[config.mk]
export PLATFORM = sky130hd
export DESIGN_NAME = box_split_by_grid_unit_flat
export DESIGN_NICKNAME = d
export VERILOG_FILES = /design/src/rtl/core/bsg_pkg.sv /design/src/rtl/core/bsg_item_if.sv /design/src/rtl/core/bsg_result_if.sv /design/src/rtl/core/bsg_iter_unit.sv /design/src/rtl/core/box_split_by_grid_unit.sv /design/src/flat_wrapper.sv
export SDC_FILE = /design/constraint.sdc
export NUM_CORES = 2
export LEC_CHECK = 0
export BUFFER_PORTS_ARGS = -buffer_cell sky130_fd_sc_hd__buf_2
export CAP_MARGIN = 20
export CORE_MARGIN = 3
export CORE_UTILIZATION = 30
export DETAILED_ROUTE_END_ITERATION = 12
export SLEW_MARGIN = 40
export SYNTH_ARGS = -nofsm -noshare
export SYNTH_HDL_FRONTEND = slang
export SYNTH_HIERARCHICAL = 1
export SYNTH_SLANG_ARGS = --single-unit
[constraint.sdc]
create_clock -name clk -period 16.8 [get_ports clk]
set_clock_uncertainty 0.15 [all_clocks]
set_input_delay 0.84 -clock clk [delete_from_list [all_inputs] [get_ports clk]]
set_output_delay 0.84 -clock clk [all_outputs]
set_load 0.02 [all_outputs]
[src/rtl/core/bsg_pkg.sv]
// ----------------------------------------------------------------------------
// bsg_pkg
// Shared types and constants of the grid box splitter: widths, rank limit,
// shared unit operation codes and the state encodings of both sequencers.
// ----------------------------------------------------------------------------
package bsg_pkg;

	// box rank limit and derived widths
	localparam int MAX_RANK = 32;
	localparam int DIM_W    = $clog2(MAX_RANK + 1);
	localparam int AXIS_W   = 5;

	// field widths
	localparam int COORD_W = 63;
	localparam int STEP_W  = 62;
	localparam int WORD_W  = 64;
	localparam int SPAN_W  = 65;

	// iteration counts of the shared unit
	localparam int DIV_STEPS = 64;
	localparam int MUL_STEPS = 62;
	localparam int CNT_W     = 6;

	// shared unit operations
	typedef enum logic {
		OP_DIV,
		OP_MUL
	} bsg_op_t;

	// shared unit sequencer states
	typedef enum logic [2:0] {
		U_IDLE,
		U_NEG,
		U_DIV,
		U_FIX,
		U_MUL
	} bsg_ustate_t;

	// top level sequencer states
	typedef enum logic [3:0] {
		S_IDLE,
		S_PREP,
		S_DIV_LO,
		S_DIV_HI,
		S_PICK,
		S_MID_SUM,
		S_MID_HALF,
		S_MUL,
		S_EMIT
	} bsg_state_t;

	// request to the shared unit
	typedef struct packed {
		logic                start;
		bsg_op_t             op;
		logic [WORD_W-1:0]   opa;
		logic [STEP_W-1:0]   opb;
		logic [COORD_W-1:0]  opc;
	} bsg_req_t;

	// response from the shared unit
	typedef struct packed {
		logic              done;
		logic [WORD_W-1:0] result;
	} bsg_rsp_t;

endpackage

[src/rtl/core/bsg_item_if.sv]
// ----------------------------------------------------------------------------
// bsg_item_if
// Input channel of the splitter: one beat per box dimension.
// ----------------------------------------------------------------------------
interface bsg_item_if;

	logic                                  valid;
	logic                                  ready;
	logic signed [bsg_pkg::COORD_W-1:0]    box_low;
	logic signed [bsg_pkg::COORD_W-1:0]    box_high;
	logic signed [bsg_pkg::COORD_W-1:0]    grid_origin;
	logic        [bsg_pkg::STEP_W-1:0]     grid_step;
	logic                                  final_dim;

	modport source (
		output valid, box_low, box_high, grid_origin, grid_step, final_dim,
		input  ready
	);

	modport sink (
		input  valid, box_low, box_high, grid_origin, grid_step, final_dim,
		output ready
	);

endinterface

[src/rtl/core/bsg_result_if.sv]
// ----------------------------------------------------------------------------
// bsg_result_if
// Output channel of the splitter: one beat per box.
// ----------------------------------------------------------------------------
interface bsg_result_if;

	logic                                  valid;
	logic                                  ready;
	logic                                  split_found;
	logic        [bsg_pkg::AXIS_W-1:0]     split_axis;
	logic signed [bsg_pkg::COORD_W-1:0]    split_point;
	logic signed [bsg_pkg::COORD_W-1:0]    lower_start;
	logic signed [bsg_pkg::WORD_W-1:0]     upper_end;

	modport source (
		output valid, split_found, split_axis, split_point, lower_start, upper_end,
		input  ready
	);

	modport sink (
		input  valid, split_found, split_axis, split_point, lower_start, upper_end,
		output ready
	);

endinterface

[src/rtl/core/bsg_iter_unit.sv]
// ----------------------------------------------------------------------------
// bsg_iter_unit
// Shared iterative arithmetic unit around one 64-bit adder: signed floor
// division by a positive step (radix 2, one quotient bit per cycle) and
// shift-add multiply-accumulate modulo 2^63 (one multiplier bit per cycle).
// ----------------------------------------------------------------------------
module bsg_iter_unit (
	input  logic              clk,
	input  logic              arst_n,
	input  bsg_pkg::bsg_req_t req,
	output bsg_pkg::bsg_rsp_t rsp
);

	bsg_pkg::bsg_ustate_t state_q, state_d;
	bsg_pkg::bsg_op_t     op_q;

	logic [bsg_pkg::WORD_W-1:0]  acc_q;
	logic [bsg_pkg::WORD_W-1:0]  dq_q;
	logic [bsg_pkg::STEP_W-1:0]  dvs_q;
	logic [bsg_pkg::CNT_W-1:0]   cnt_q;
	logic                        neg_q;
	logic                        done_q;

	// the one shared adder
	logic [bsg_pkg::WORD_W-1:0] add_x;
	logic [bsg_pkg::WORD_W-1:0] add_y;
	logic                       add_inv;
	logic                       add_cin;
	logic [bsg_pkg::WORD_W-1:0] add_sum;

	// partial remainder shifted by one dividend bit
	logic [bsg_pkg::COORD_W-1:0] shift_rem;
	logic                        last_step;

	assign add_sum   = add_x + (add_inv ? ~add_y : add_y)
		+ {{(bsg_pkg::WORD_W-1){1'b0}}, add_cin};
	assign shift_rem = {acc_q[bsg_pkg::STEP_W-1:0], dq_q[bsg_pkg::WORD_W-1]};

	// next state and adder operand selection
	always_comb begin
		state_d   = state_q;
		add_x     = '0;
		add_y     = dq_q;
		add_inv   = 1'b0;
		add_cin   = 1'b0;
		last_step = 1'b0;
		case (state_q)
			bsg_pkg::U_IDLE: begin
				if (req.start) begin
					state_d = (req.op == bsg_pkg::OP_DIV) ? bsg_pkg::U_NEG : bsg_pkg::U_MUL;
				end
			end
			bsg_pkg::U_NEG: begin
				// magnitude of the dividend
				add_inv = 1'b1;
				add_cin = 1'b1;
				state_d = bsg_pkg::U_DIV;
			end
			bsg_pkg::U_DIV: begin
				// trial subtract of the step
				add_x     = {1'b0, shift_rem};
				add_y     = {2'b00, dvs_q};
				add_inv   = 1'b1;
				add_cin   = 1'b1;
				last_step = (cnt_q == bsg_pkg::CNT_W'(bsg_pkg::DIV_STEPS - 1));
				if (last_step) begin
					state_d = bsg_pkg::U_FIX;
				end
			end
			bsg_pkg::U_FIX: begin
				// negative dividend: floor quotient is ~q plus one on exact division
				add_inv = 1'b1;
				add_cin = (acc_q == '0);
				state_d = bsg_pkg::U_IDLE;
			end
			bsg_pkg::U_MUL: begin
				add_x     = acc_q;
				add_y     = dq_q;
				last_step = (cnt_q == bsg_pkg::CNT_W'(bsg_pkg::MUL_STEPS - 1));
				if (last_step) begin
					state_d = bsg_pkg::U_IDLE;
				end
			end
			default: begin
				state_d = bsg_pkg::U_IDLE;
			end
		endcase
	end

	// sequencer state and done flag
	always_ff @(posedge clk or negedge arst_n) begin
		if (!arst_n) begin
			state_q <= bsg_pkg::U_IDLE;
			done_q  <= 1'b0;
		end else begin
			state_q <= state_d;
			done_q  <= (state_q == bsg_pkg::U_FIX)
				|| (state_q == bsg_pkg::U_MUL && last_step);
		end
	end

	// datapath registers
	always_ff @(posedge clk) begin
		case (state_q)
			bsg_pkg::U_IDLE: begin
				if (req.start) begin
					op_q  <= req.op;
					dq_q  <= req.opa;
					dvs_q <= req.opb;
					neg_q <= req.opa[bsg_pkg::WORD_W-1];
					cnt_q <= '0;
					acc_q <= (req.op == bsg_pkg::OP_DIV) ? '0 : {1'b0, req.opc};
				end
			end
			bsg_pkg::U_NEG: begin
				if (neg_q) begin
					dq_q <= add_sum;
				end
			end
			bsg_pkg::U_DIV: begin
				cnt_q <= cnt_q + 1'b1;
				if (!add_sum[bsg_pkg::WORD_W-1]) begin
					acc_q <= {2'b00, add_sum[bsg_pkg::STEP_W-1:0]};
					dq_q  <= {dq_q[bsg_pkg::WORD_W-2:0], 1'b1};
				end else begin
					acc_q <= {2'b00, shift_rem[bsg_pkg::STEP_W-1:0]};
					dq_q  <= {dq_q[bsg_pkg::WORD_W-2:0], 1'b0};
				end
			end
			bsg_pkg::U_FIX: begin
				if (neg_q) begin
					dq_q <= add_sum;
				end
			end
			bsg_pkg::U_MUL: begin
				cnt_q <= cnt_q + 1'b1;
				if (dvs_q[0]) begin
					acc_q <= {1'b0, add_sum[bsg_pkg::COORD_W-1:0]};
				end
				dq_q  <= {dq_q[bsg_pkg::WORD_W-2:0], 1'b0};
				dvs_q <= {1'b0, dvs_q[bsg_pkg::STEP_W-1:1]};
			end
			default: begin
			end
		endcase
	end

	assign rsp.done   = done_q;
	assign rsp.result = (op_q == bsg_pkg::OP_MUL) ? acc_q : dq_q;

endmodule

[src/rtl/core/box_split_by_grid_unit.sv]
// ----------------------------------------------------------------------------
// box_split_by_grid_unit
// Grid-aligned box splitter: picks the dimension spanning the most grid
// cells and reports the split coordinate at the middle cell boundary.
// ----------------------------------------------------------------------------
// Usage: send one beat per box dimension on item (bounds, grid origin and
// step); the beat with final_dim set closes the box. One result beat per box
// leaves on result. Only the first 32 dimensions of a box take part.
// Each dimension runs two floor divisions on the shared radix-2 unit, one
// quotient bit per cycle; item is not ready again until both are done. A
// closing beat with a split adds the middle coordinate multiply on the same
// unit; the result beat is loaded into the output register once it is free.
// Dimensions past the rank limit skip the divisions.
// item.ready is low while a dimension is being worked on; the shared unit
// sets the rate. The result sits in an output register, so a stalled
// receiver does not block the next dimensions; only a second closing beat
// waits until the previous result is taken.
// Reset (arst_n low) clears the box state and drops result.valid.
// ----------------------------------------------------------------------------
module box_split_by_grid_unit (
	input  logic                clk,
	input  logic                arst_n,
	bsg_item_if.sink            item,
	bsg_result_if.source        result
);

	bsg_pkg::bsg_state_t state_q, state_d;
	bsg_pkg::bsg_req_t   req;
	bsg_pkg::bsg_rsp_t   rsp;

	// current dimension
	logic signed [bsg_pkg::COORD_W-1:0] low_q, high_q, org_q;
	logic        [bsg_pkg::STEP_W-1:0]  step_q;
	logic                               last_q;
	logic        [bsg_pkg::WORD_W-1:0]  dhi_q;
	logic        [bsg_pkg::WORD_W-1:0]  first_q;
	logic        [bsg_pkg::WORD_W-1:0]  qhi_q;

	// best dimension of the box so far
	logic [bsg_pkg::DIM_W-1:0]          dim_cnt_q;
	logic                               found_q;
	logic signed [bsg_pkg::SPAN_W-1:0]  best_span_q;
	logic [bsg_pkg::AXIS_W-1:0]         best_axis_q;
	logic [bsg_pkg::WORD_W-1:0]         best_first_q;
	logic [bsg_pkg::WORD_W-1:0]         best_qhi_q;
	logic [bsg_pkg::COORD_W-1:0]        best_org_q;
	logic [bsg_pkg::STEP_W-1:0]         best_step_q;
	logic [bsg_pkg::COORD_W-1:0]        best_low_q;
	logic [bsg_pkg::COORD_W-1:0]        best_high_q;

	// middle cell and split point
	logic signed [bsg_pkg::SPAN_W-1:0]  mid_sum_q;
	logic [bsg_pkg::COORD_W-1:0]        point_q;

	// output register
	logic                               out_valid_q;
	logic                               out_found_q;
	logic [bsg_pkg::AXIS_W-1:0]         out_axis_q;
	logic [bsg_pkg::COORD_W-1:0]        out_point_q;
	logic [bsg_pkg::COORD_W-1:0]        out_low_q;
	logic [bsg_pkg::WORD_W-1:0]         out_end_q;

	logic                               in_fire;
	logic                               in_rank;
	logic                               out_free;
	logic signed [bsg_pkg::SPAN_W-1:0]  span_raw;
	logic                               take_dim;
	logic [bsg_pkg::WORD_W-1:0]         dlo;
	logic [bsg_pkg::COORD_W-1:0]        half_lo;

	assign in_fire  = item.valid && item.ready;
	assign in_rank  = (dim_cnt_q < bsg_pkg::DIM_W'(bsg_pkg::MAX_RANK));
	assign out_free = !out_valid_q || result.ready;

	// offset of the lower bound from the grid origin
	assign dlo = {low_q[bsg_pkg::COORD_W-1], low_q} - {org_q[bsg_pkg::COORD_W-1], org_q};

	// cell span less one; beats the best span only when strictly larger
	assign span_raw = $signed({qhi_q[bsg_pkg::WORD_W-1], qhi_q})
		- $signed({first_q[bsg_pkg::WORD_W-1], first_q});
	assign take_dim = (span_raw > best_span_q);

	// middle cell index halved toward zero, low bits only
	assign half_lo = mid_sum_q[bsg_pkg::WORD_W-1:1]
		+ {{(bsg_pkg::COORD_W-1){1'b0}}, mid_sum_q[bsg_pkg::SPAN_W-1] & mid_sum_q[0]};

	bsg_iter_unit u_iter (
		.clk    (clk),
		.arst_n (arst_n),
		.req    (req),
		.rsp    (rsp)
	);

	// next state, handshake and unit requests
	always_comb begin
		state_d    = state_q;
		item.ready = 1'b0;
		req.start  = 1'b0;
		req.op     = bsg_pkg::OP_DIV;
		req.opa    = dlo;
		req.opb    = step_q;
		req.opc    = best_org_q;
		case (state_q)
			bsg_pkg::S_IDLE: begin
				item.ready = 1'b1;
				if (item.valid) begin
					state_d = bsg_pkg::S_PREP;
				end
			end
			bsg_pkg::S_PREP: begin
				if (in_rank) begin
					req.start = 1'b1;
					state_d   = bsg_pkg::S_DIV_LO;
				end else if (!last_q) begin
					state_d = bsg_pkg::S_IDLE;
				end else if (found_q) begin
					state_d = bsg_pkg::S_MID_SUM;
				end else begin
					state_d = bsg_pkg::S_EMIT;
				end
			end
			bsg_pkg::S_DIV_LO: begin
				if (rsp.done) begin
					req.start = 1'b1;
					req.opa   = dhi_q;
					state_d   = bsg_pkg::S_DIV_HI;
				end
			end
			bsg_pkg::S_DIV_HI: begin
				if (rsp.done) begin
					state_d = bsg_pkg::S_PICK;
				end
			end
			bsg_pkg::S_PICK: begin
				if (!last_q) begin
					state_d = bsg_pkg::S_IDLE;
				end else if (found_q || take_dim) begin
					state_d = bsg_pkg::S_MID_SUM;
				end else begin
					state_d = bsg_pkg::S_EMIT;
				end
			end
			bsg_pkg::S_MID_SUM: begin
				state_d = bsg_pkg::S_MID_HALF;
			end
			bsg_pkg::S_MID_HALF: begin
				req.start = 1'b1;
				req.op    = bsg_pkg::OP_MUL;
				req.opa   = {1'b0, half_lo};
				req.opb   = best_step_q;
				state_d   = bsg_pkg::S_MUL;
			end
			bsg_pkg::S_MUL: begin
				if (rsp.done) begin
					state_d = bsg_pkg::S_EMIT;
				end
			end
			bsg_pkg::S_EMIT: begin
				if (out_free) begin
					state_d = bsg_pkg::S_IDLE;
				end
			end
			default: begin
				state_d = bsg_pkg::S_IDLE;
			end
		endcase
	end

	// control state: sequencer, box bookkeeping, output valid
	always_ff @(posedge clk or negedge arst_n) begin
		if (!arst_n) begin
			state_q     <= bsg_pkg::S_IDLE;
			dim_cnt_q   <= '0;
			found_q     <= 1'b0;
			best_span_q <= '0;
			best_axis_q <= '0;
			out_valid_q <= 1'b0;
		end else begin
			state_q <= state_d;
			if (state_q == bsg_pkg::S_PICK) begin
				dim_cnt_q <= dim_cnt_q + 1'b1;
				if (take_dim) begin
					found_q     <= 1'b1;
					best_span_q <= span_raw;
					best_axis_q <= dim_cnt_q[bsg_pkg::AXIS_W-1:0];
				end
			end
			// load a new result beat, or drop valid once the beat is taken
			if (state_q == bsg_pkg::S_EMIT && out_free) begin
				out_valid_q <= 1'b1;
				dim_cnt_q   <= '0;
				found_q     <= 1'b0;
				best_span_q <= '0;
				best_axis_q <= '0;
			end else if (result.valid && result.ready) begin
				out_valid_q <= 1'b0;
			end
		end
	end

	// payload registers
	always_ff @(posedge clk) begin
		if (in_fire) begin
			low_q  <= item.box_low;
			high_q <= item.box_high;
			org_q  <= item.grid_origin;
			step_q <= (item.grid_step == '0) ? bsg_pkg::STEP_W'(1) : item.grid_step;
			last_q <= item.final_dim;
		end
		if (state_q == bsg_pkg::S_PREP) begin
			dhi_q <= {high_q[bsg_pkg::COORD_W-1], high_q} - {org_q[bsg_pkg::COORD_W-1], org_q};
		end
		if (state_q == bsg_pkg::S_DIV_LO && rsp.done) begin
			first_q <= rsp.result;
		end
		if (state_q == bsg_pkg::S_DIV_HI && rsp.done) begin
			qhi_q <= rsp.result;
		end
		if (state_q == bsg_pkg::S_PICK && take_dim) begin
			best_first_q <= first_q;
			best_qhi_q   <= qhi_q;
			best_org_q   <= org_q;
			best_step_q  <= step_q;
			best_low_q   <= low_q;
			best_high_q  <= high_q;
		end
		// first cell plus end cell, end being the upper floor quotient plus one
		if (state_q == bsg_pkg::S_MID_SUM) begin
			mid_sum_q <= $signed({best_first_q[bsg_pkg::WORD_W-1], best_first_q})
				+ $signed({best_qhi_q[bsg_pkg::WORD_W-1], best_qhi_q})
				+ $signed(bsg_pkg::SPAN_W'(1));
		end
		if (state_q == bsg_pkg::S_MUL && rsp.done) begin
			point_q <= rsp.result[bsg_pkg::COORD_W-1:0];
		end
		// load the result beat
		if (state_q == bsg_pkg::S_EMIT && out_free) begin
			out_found_q <= found_q;
			if (found_q) begin
				out_axis_q  <= best_axis_q;
				out_point_q <= point_q;
				out_low_q   <= best_low_q;
				out_end_q   <= {best_high_q[bsg_pkg::COORD_W-1], best_high_q}
					+ bsg_pkg::WORD_W'(1);
			end else begin
				out_axis_q  <= '0;
				out_point_q <= '0;
				out_low_q   <= '0;
				out_end_q   <= '0;
			end
		end
	end

	assign result.valid       = out_valid_q;
	assign result.split_found = out_found_q;
	assign result.split_axis  = out_axis_q;
	assign result.split_point = out_point_q;
	assign result.lower_start = out_low_q;
	assign result.upper_end   = out_end_q;

endmodule
[src/flat_wrapper.sv]
// flat-port wrapper written by rule: the top's interface ports become plain ports
module box_split_by_grid_unit_flat 
  (clk, arst_n, item_valid, item_box_low, item_box_high, item_grid_origin, item_grid_step, item_final_dim, item_ready, result_valid, result_split_found, result_split_axis, result_split_point, result_lower_start, result_upper_end, result_ready);
  bsg_item_if item_i ();
  bsg_result_if result_i ();
  input  logic clk;
  input  logic arst_n;
  input wire logic [$bits(item_i.valid)-1:0] item_valid;
  input wire logic [$bits(item_i.box_low)-1:0] item_box_low;
  input wire logic [$bits(item_i.box_high)-1:0] item_box_high;
  input wire logic [$bits(item_i.grid_origin)-1:0] item_grid_origin;
  input wire logic [$bits(item_i.grid_step)-1:0] item_grid_step;
  input wire logic [$bits(item_i.final_dim)-1:0] item_final_dim;
  output wire logic [$bits(item_i.ready)-1:0] item_ready;
  output wire logic [$bits(result_i.valid)-1:0] result_valid;
  output wire logic [$bits(result_i.split_found)-1:0] result_split_found;
  output wire logic [$bits(result_i.split_axis)-1:0] result_split_axis;
  output wire logic [$bits(result_i.split_point)-1:0] result_split_point;
  output wire logic [$bits(result_i.lower_start)-1:0] result_lower_start;
  output wire logic [$bits(result_i.upper_end)-1:0] result_upper_end;
  input wire logic [$bits(result_i.ready)-1:0] result_ready;
  assign item_i.valid = item_valid;
  assign item_i.box_low = item_box_low;
  assign item_i.box_high = item_box_high;
  assign item_i.grid_origin = item_grid_origin;
  assign item_i.grid_step = item_grid_step;
  assign item_i.final_dim = item_final_dim;
  assign item_ready = item_i.ready;
  assign result_valid = result_i.valid;
  assign result_split_found = result_i.split_found;
  assign result_split_axis = result_i.split_axis;
  assign result_split_point = result_i.split_point;
  assign result_lower_start = result_i.lower_start;
  assign result_upper_end = result_i.upper_end;
  assign result_i.ready = result_ready;
  box_split_by_grid_unit u_core (.clk(clk), .arst_n(arst_n), .item(item_i), .result(result_i));
endmodule
* Word level (Yosys, flattened, before mapping)
Cells that the tools add are included.
** Cells by class
- $add $sub $neg :: 11
- Order comparisons :: 2
- Equal/unequal tests :: 24
- Mux-type cells :: 57
- Bitwise operators :: 2
- Reduce and logical (&&, ||, !) cells :: 35
** Operators with widths (number)
- 64-bit two-way mux :: 8
- 64-bit one-hot mux with 2 select lines :: 2
- 64-bit one-hot mux with 4 select lines :: 1
- 65-bit two-way mux :: 3
- 64-bit one-hot mux with 3 select lines :: 1
- 62-bit two-way mux :: 3
- 63-bit by 63-bit subtractor with 64-bit output :: 2
- 62-bit one-hot mux with 2 select lines :: 1
- 64-bit by 64-bit adder with 65-bit output :: 1
- 65-bit by 2-bit adder with 65-bit output (second input constant) :: 1
- 65-bit > comparator :: 1
- 64-bit by 64-bit subtractor with 65-bit output :: 1
- 63-bit by 2-bit adder with 64-bit output (second input constant) :: 1
- 64-bit by 1-bit adder with 64-bit output :: 1
- 64-bit adder :: 1
- 64-bit logical NOT :: 1
- 64-bit inverter :: 1
- 63-bit by 1-bit adder with 63-bit output :: 1
- 63-bit two-way mux :: 1
- 62-bit logical NOT :: 1
- 4-bit two-way mux :: 10
- 4-bit one-hot mux with 9 select lines :: 1
- 6-bit two-way mux :: 3
- 4-bit by 3-bit equality test with 1-bit output (second input constant) :: 4
- other kinds (32) :: 80
** Word-level totals
- Bits in registers :: 1431
- Input bits :: 256
- Output and inout port bits :: 198
- Word-level logic and storage cells :: 166

* Longest topological paths before layout
- Depth in word-level cells :: 8
- Depth in mapped cells :: 29
- Depth with buffers taken out :: 26

* Hierarchy
The synthesis kept the hierarchy.
** Modules (own cells, without submodules)
- box_split_by_grid_unit :: times used 1, cells each 4888, area an instance 59533.3 um^2, seq. area each 36495.0 um^2
- bsg_iter_unit :: times used 1, cells each 1647, area an instance 15682.5 um^2, seq. area each 6015.8 um^2

* Worst setup path before layout
OpenSTA, ideal clock, no wires.
- Kind :: reg2reg
- Start point :: register u_core/qhi_q[0] (netlist bit)
- End point :: register u_core/best_first_q[0] (netlist bit), enable pin
- Library setup time :: 891 ps
- Arrival :: 15053 ps
- Data required time :: 15759 ps
- Setup slack :: 707 ps
- Cell stages (with the launch flop) :: 27
- Path buffers :: 3
- Period minus slack after synthesis :: 16093 ps
- Cells stage by stage :: edfxtp_1 > inv_1 > ha_1 > inv_1 > fa_1 > a21oi_1 > nand4b_1 > nand4b_1 > o2111a_1 > nor2_1 > o22a_1 > o21a_1 > o22ai_1 > a211oi_1 > o21bai_1 > xor2_1 > ha_1 > nand4_1 > nor4_1 > o21ai_0 > a211oi_1 > a211oi_1 > nand2b_1 > buf_2 > inv_2 > buf_2 > buf_1
** Between the ends
- Longest elaborated chain between the ends :: 3
** RTL lines
- start, declared :: RTL line box_split_by_grid_unit.sv:37 : logic [bsg_pkg::WORD_W-1:0] qhi_q;
- start signal, assigned :: RTL line box_split_by_grid_unit.sv:217 : qhi_q <= rsp.result;
- 64-bit by 64-bit subtractor with 65-bit output :: RTL line box_split_by_grid_unit.sv:80 : - $signed({first_q[bsg_pkg::WORD_W-1], first_q});
- 65-bit > comparator :: RTL line box_split_by_grid_unit.sv:81 : assign take_dim = (span_raw > best_span_q);
- 1-bit logical AND :: RTL line box_split_by_grid_unit.sv:219 : if (state_q == bsg_pkg::S_PICK && take_dim) begin
- end signal, assigned :: RTL line box_split_by_grid_unit.sv:220 : best_first_q <= first_q;
- end, declared :: RTL line box_split_by_grid_unit.sv:44 : logic [bsg_pkg::WORD_W-1:0] best_first_q;
No other way between the ends.
A chain may end at the register's enable or synchronous reset.

* Worst setup path after layout
- Start point :: register u_core/first_q[1] (netlist bit)
- End point :: register u_core/best_high_q[16] (netlist bit), enable pin
** Between the ends
- Longest elaborated chain between the ends :: 3
** RTL lines
- start, declared :: RTL line box_split_by_grid_unit.sv:36 : logic [bsg_pkg::WORD_W-1:0] first_q;
- start signal, assigned :: RTL line box_split_by_grid_unit.sv:214 : first_q <= rsp.result;
- 64-bit by 64-bit subtractor with 65-bit output :: RTL line box_split_by_grid_unit.sv:80
- 65-bit > comparator :: RTL line box_split_by_grid_unit.sv:81
- 1-bit logical AND :: RTL line box_split_by_grid_unit.sv:219
- end signal, assigned :: RTL line box_split_by_grid_unit.sv:225 : best_high_q <= high_q;
- end, declared :: RTL line box_split_by_grid_unit.sv:49 : logic [bsg_pkg::COORD_W-1:0] best_high_q;
No other way between the ends.

==> results.ini <==
[run_status]
status = completed

[timing]
maxSlewViolCount = 0
period_minus_slack_ns = 8.45
rsz0062_at_grt = no
fin_crit_sh_pct = 50.3
worstMarginPinSlew_ns = 0.888
finalSetupTns_ns = 0
max_slew_margin_pct = 40.8
max_freq_mhz = 118
hold_viol_final = 0
setup_viol_count_final = 0

[layout]
final_common_cell = edfxtp_1
final_cell_mix = edfxtp_1, nand2_1, buf_2
fillers = 24401
final_core_util_pct = 35.9
multi_input_area_sq_um = 30400
instances_no_fill = 10630
drive_above_1_share_pct = 13.2
areaGrowthSynthToFinish_pct = 18.8
ff_latch_area_sq_um = 42500
finalNetCount = 7781

[synthesis]
synthFlopType = edfxtp_1
synthArstFlopShare_pct = 6.01
synth_top_area_cell = edfxtp_1
synth_edf_count = 1344
synthTopCellsByArea = edfxtp_1, ha_1, nand2_1, xnor2_1, dfrtp_1
avgSynthCellArea_sq_um = 11.5
yosysWarnings = 6
yosysSeqAreaShare_pct = 56.5
synth_area_sq_um = 75200
yosysTopAreaCellShare_pct = 53.7
netlist_instances = 6535
syn-num-nets = 7184
yosys_register_bits = 1430
ys_types = 108

[worst_setup_path]
crit_fanout = 144
required_ns = 17.09
rr_endpoint = u_core/best_high_q[16]$_DFFE_PP_
crit_arrival_ns = 8.75
critPathCapture = u_core/best_high_q[16]$_DFFE_PP_
endpoint_kind = register
start_kind = register
cp-startpoint = u_core/first_q[1]$_DFFE_PP_
rr_startpoint = u_core/first_q[1]$_DFFE_PP_
rr_worst_depth = 23
path_class = reg2reg
regToRegSetupSlack_ns = 8.35

[global_route]
grt_pass1_wl_mm = 370
grt_overflow = 0
grt_pass1_vias = 54279
track_usage_pct = 19.3
grt_antenna_before_repair = 29
grt_max_degree = 145

[die]
die_w_um = 507
die_area_sq_um = 257000
die_h_um = 507
row_count = 183
initial_utilization_pct = 30.2
coreArea_sq_um = 249000
io_pins = 454

[power_and_ir_drop]
p_switching_mw = 6.69
ir_drop_mv = 0.110
power.share.clock_pct = 23.3
totalPowerFinal_mw = 16.0
combPwrFrac_pct = 42.9
swShare_pct = 41.7
pwr-share-seq_pct = 33.8
power_density_nw_per_um2 = 179
p_leak_nw = 34.0
p_int_mw = 9.34

[flow_run]
drv_cap = 0

[hold_path]
holdCritPathClass = in2reg
hold_depth = 1

[clocking]
cts-root-buf = clkbuf_16
numCtsBuffers = 164
post_cts_resized = 0
cts-htree-levels = 4
clock_latency_ns = 0.86
cts_sinks = 1430
clk_path_buf_depth = 3
clkSlewWorstSetupHoldPaths_ns = 0.06
tritoncts = built

[routing]
avgRoutedWirePerCell_um = 24.2
drt_wl_total_mm = 257
drtIter0Drc = 5221
vias_per_cell = 5.24
firstDrtPassIters = 6
vias = 55713
drc = 0
detail-route-antenna-nets = 0

[place]
hpwl_mm = 192
gp_congestion = 0.957
placedCellCount = 10048
portBuffers = 453

[cell type report]
class / instances / share of cell area [%]
flip-flops and latches: 1430 / 47.6
diodes: 27 / 0.0756
inverters: 293 / 1.25
repair buffers: 767 / 6.05
multi-input cells: 4476 / 34.1
well taps: 3330 / 4.66
clock inverters: 117 / 1.57
clock buffers: 190 / 4.71
[through the flow]
step                      hold WS [ns]  worst slack [ns]  cell area (sq um)
after floorplan                  0.273             0.707              75200
after global placement           0.280              7.93              80900
after detailed placement         0.282              8.35              81100
after CTS                      0.00363              8.35              89100
after global routing            0.0377              7.84              89300
final                           0.0946              8.35              89300
[flip-flops by register name, indices dropped and copies added, names as in the netlist, 63 cells and up]
| signal | count |
|---|---|
| u_core/best_first_q | 64 |
| u_core/best_high_q | 63 |
| u_core/best_low_q | 63 |
| u_core/best_org_q | 63 |
| u_core/best_qhi_q | 64 |
| u_core/best_span_q | 65 |
| u_core/dhi_q | 64 |
| u_core/first_q | 64 |
| u_core/high_q | 63 |
| u_core/low_q | 63 |
| u_core/mid_sum_q | 65 |
| u_core/org_q | 63 |
| u_core/point_q | 63 |
| u_core/qhi_q | 64 |
| u_core/result.lower_start | 63 |
| u_core/result.split_point | 63 |
| u_core/result.upper_end | 64 |
| u_core/u_iter/acc_q | 63 |
| u_core/u_iter/dq_q | 64 |
[synthesized netlist by cell type, drive strengths merged (47+ instances only)]
library cell / count
nand3: 134
o21ai: 373
buf: 64
nand4: 107
mux2i: 72
and2: 164
dfrtp: 86
nand2: 752
clkbuf: 272
mux2: 63
a21oi: 373
nor3: 120
a21o: 241
edfxtp: 1344
a22o: 66
xor2: 189
o21bai: 57
a31oi: 47
a22oi: 157
nor2: 300
xnor2: 276
inv: 293
and3: 58
ha: 387
[routing by layer]
metal / track usage [%] / vias up / routed length, um
met5: 0 / - / 11
met4: 9.35 / 2 / 13300
met3: 3.61 / 399 / 18800
met2: 28.7 / 2359 / 110000
met1: 27.1 / 27492 / 115000
li1: - / 25461 / -
[how the worst min path moves through the flow]
stage	from	end
2_1_floorplan	u_core/found_q$_DFFE_PN0P_	u_core/result.split_found$_DFFE_PP_
3_3_place_gp	u_core/first_q[22]$_DFFE_PP_	u_core/best_first_q[22]$_DFFE_PP_
3_5_place_dp	u_core/first_q[20]$_DFFE_PP_	u_core/best_first_q[20]$_DFFE_PP_
4_1_cts	item_grid_step[8]	u_core/step_q[8]$_SDFFCE_PN0P_
5_1_grt	item_grid_step[8]	u_core/step_q[8]$_SDFFCE_PN0P_
6_report	item_grid_step[61]	u_core/step_q[61]$_SDFFCE_PN0P_
[worst max-delay path, stage by stage (launching register included)]
cell and delay [ns]:
edfxtp_1 0.41, inv_1 0.12, ha_1 0.24, nor2b_1 0.12, o21ai_0 0.26, a21o_1 0.22
a21oi_1 0.12, o311ai_1 0.69, a31oi_1 0.43, a21oi_1 0.37, o21ai_1 0.21, a31oi_1 0.44
o21ai_0 0.19, xor2_1 0.17, ha_1 0.33, nand2_1 0.08, nor4_1 0.60, o21ai_0 0.19
a211oi_1 0.29, a211oi_1 0.10, nand2b_1 0.29, inv_12 0.51, buf_6 0.69, buf_6 0.64
[what timing repair did]
action                                  CTS  global route
hold endpoints to repair                277             0
hold buffers                            243             0
endpoints found under the setup margin    0             0
setup buffers                             0             0
[power by group through the flow]
stage / registers [mW] / clock network [mW] / logic [mW]
6_report: 5.42 / 3.73 / 6.88
5_1_grt: 5.46 / 3.97 / 7.44
4_1_cts: 5.41 / 3.83 / 6.78
3_5_place_dp: 5.47 / 0 / 6.68
3_3_place_gp: 5.47 / 0 / 6.64
2_1_floorplan: 5.24 / 0 / 4.63
[cell families after synthesis]
kind of cell,after synthesis,synth area share (%)
xor+xnor,465,5.42
flops,1430,56.5
compound gates,1622,14.4
fa+ha+maj,393,6.60
mux,135,1.90
simple gates,1861,11.9
buf+inv,629,3.29
Note: power is estimated with default switching activity, not from simulation.
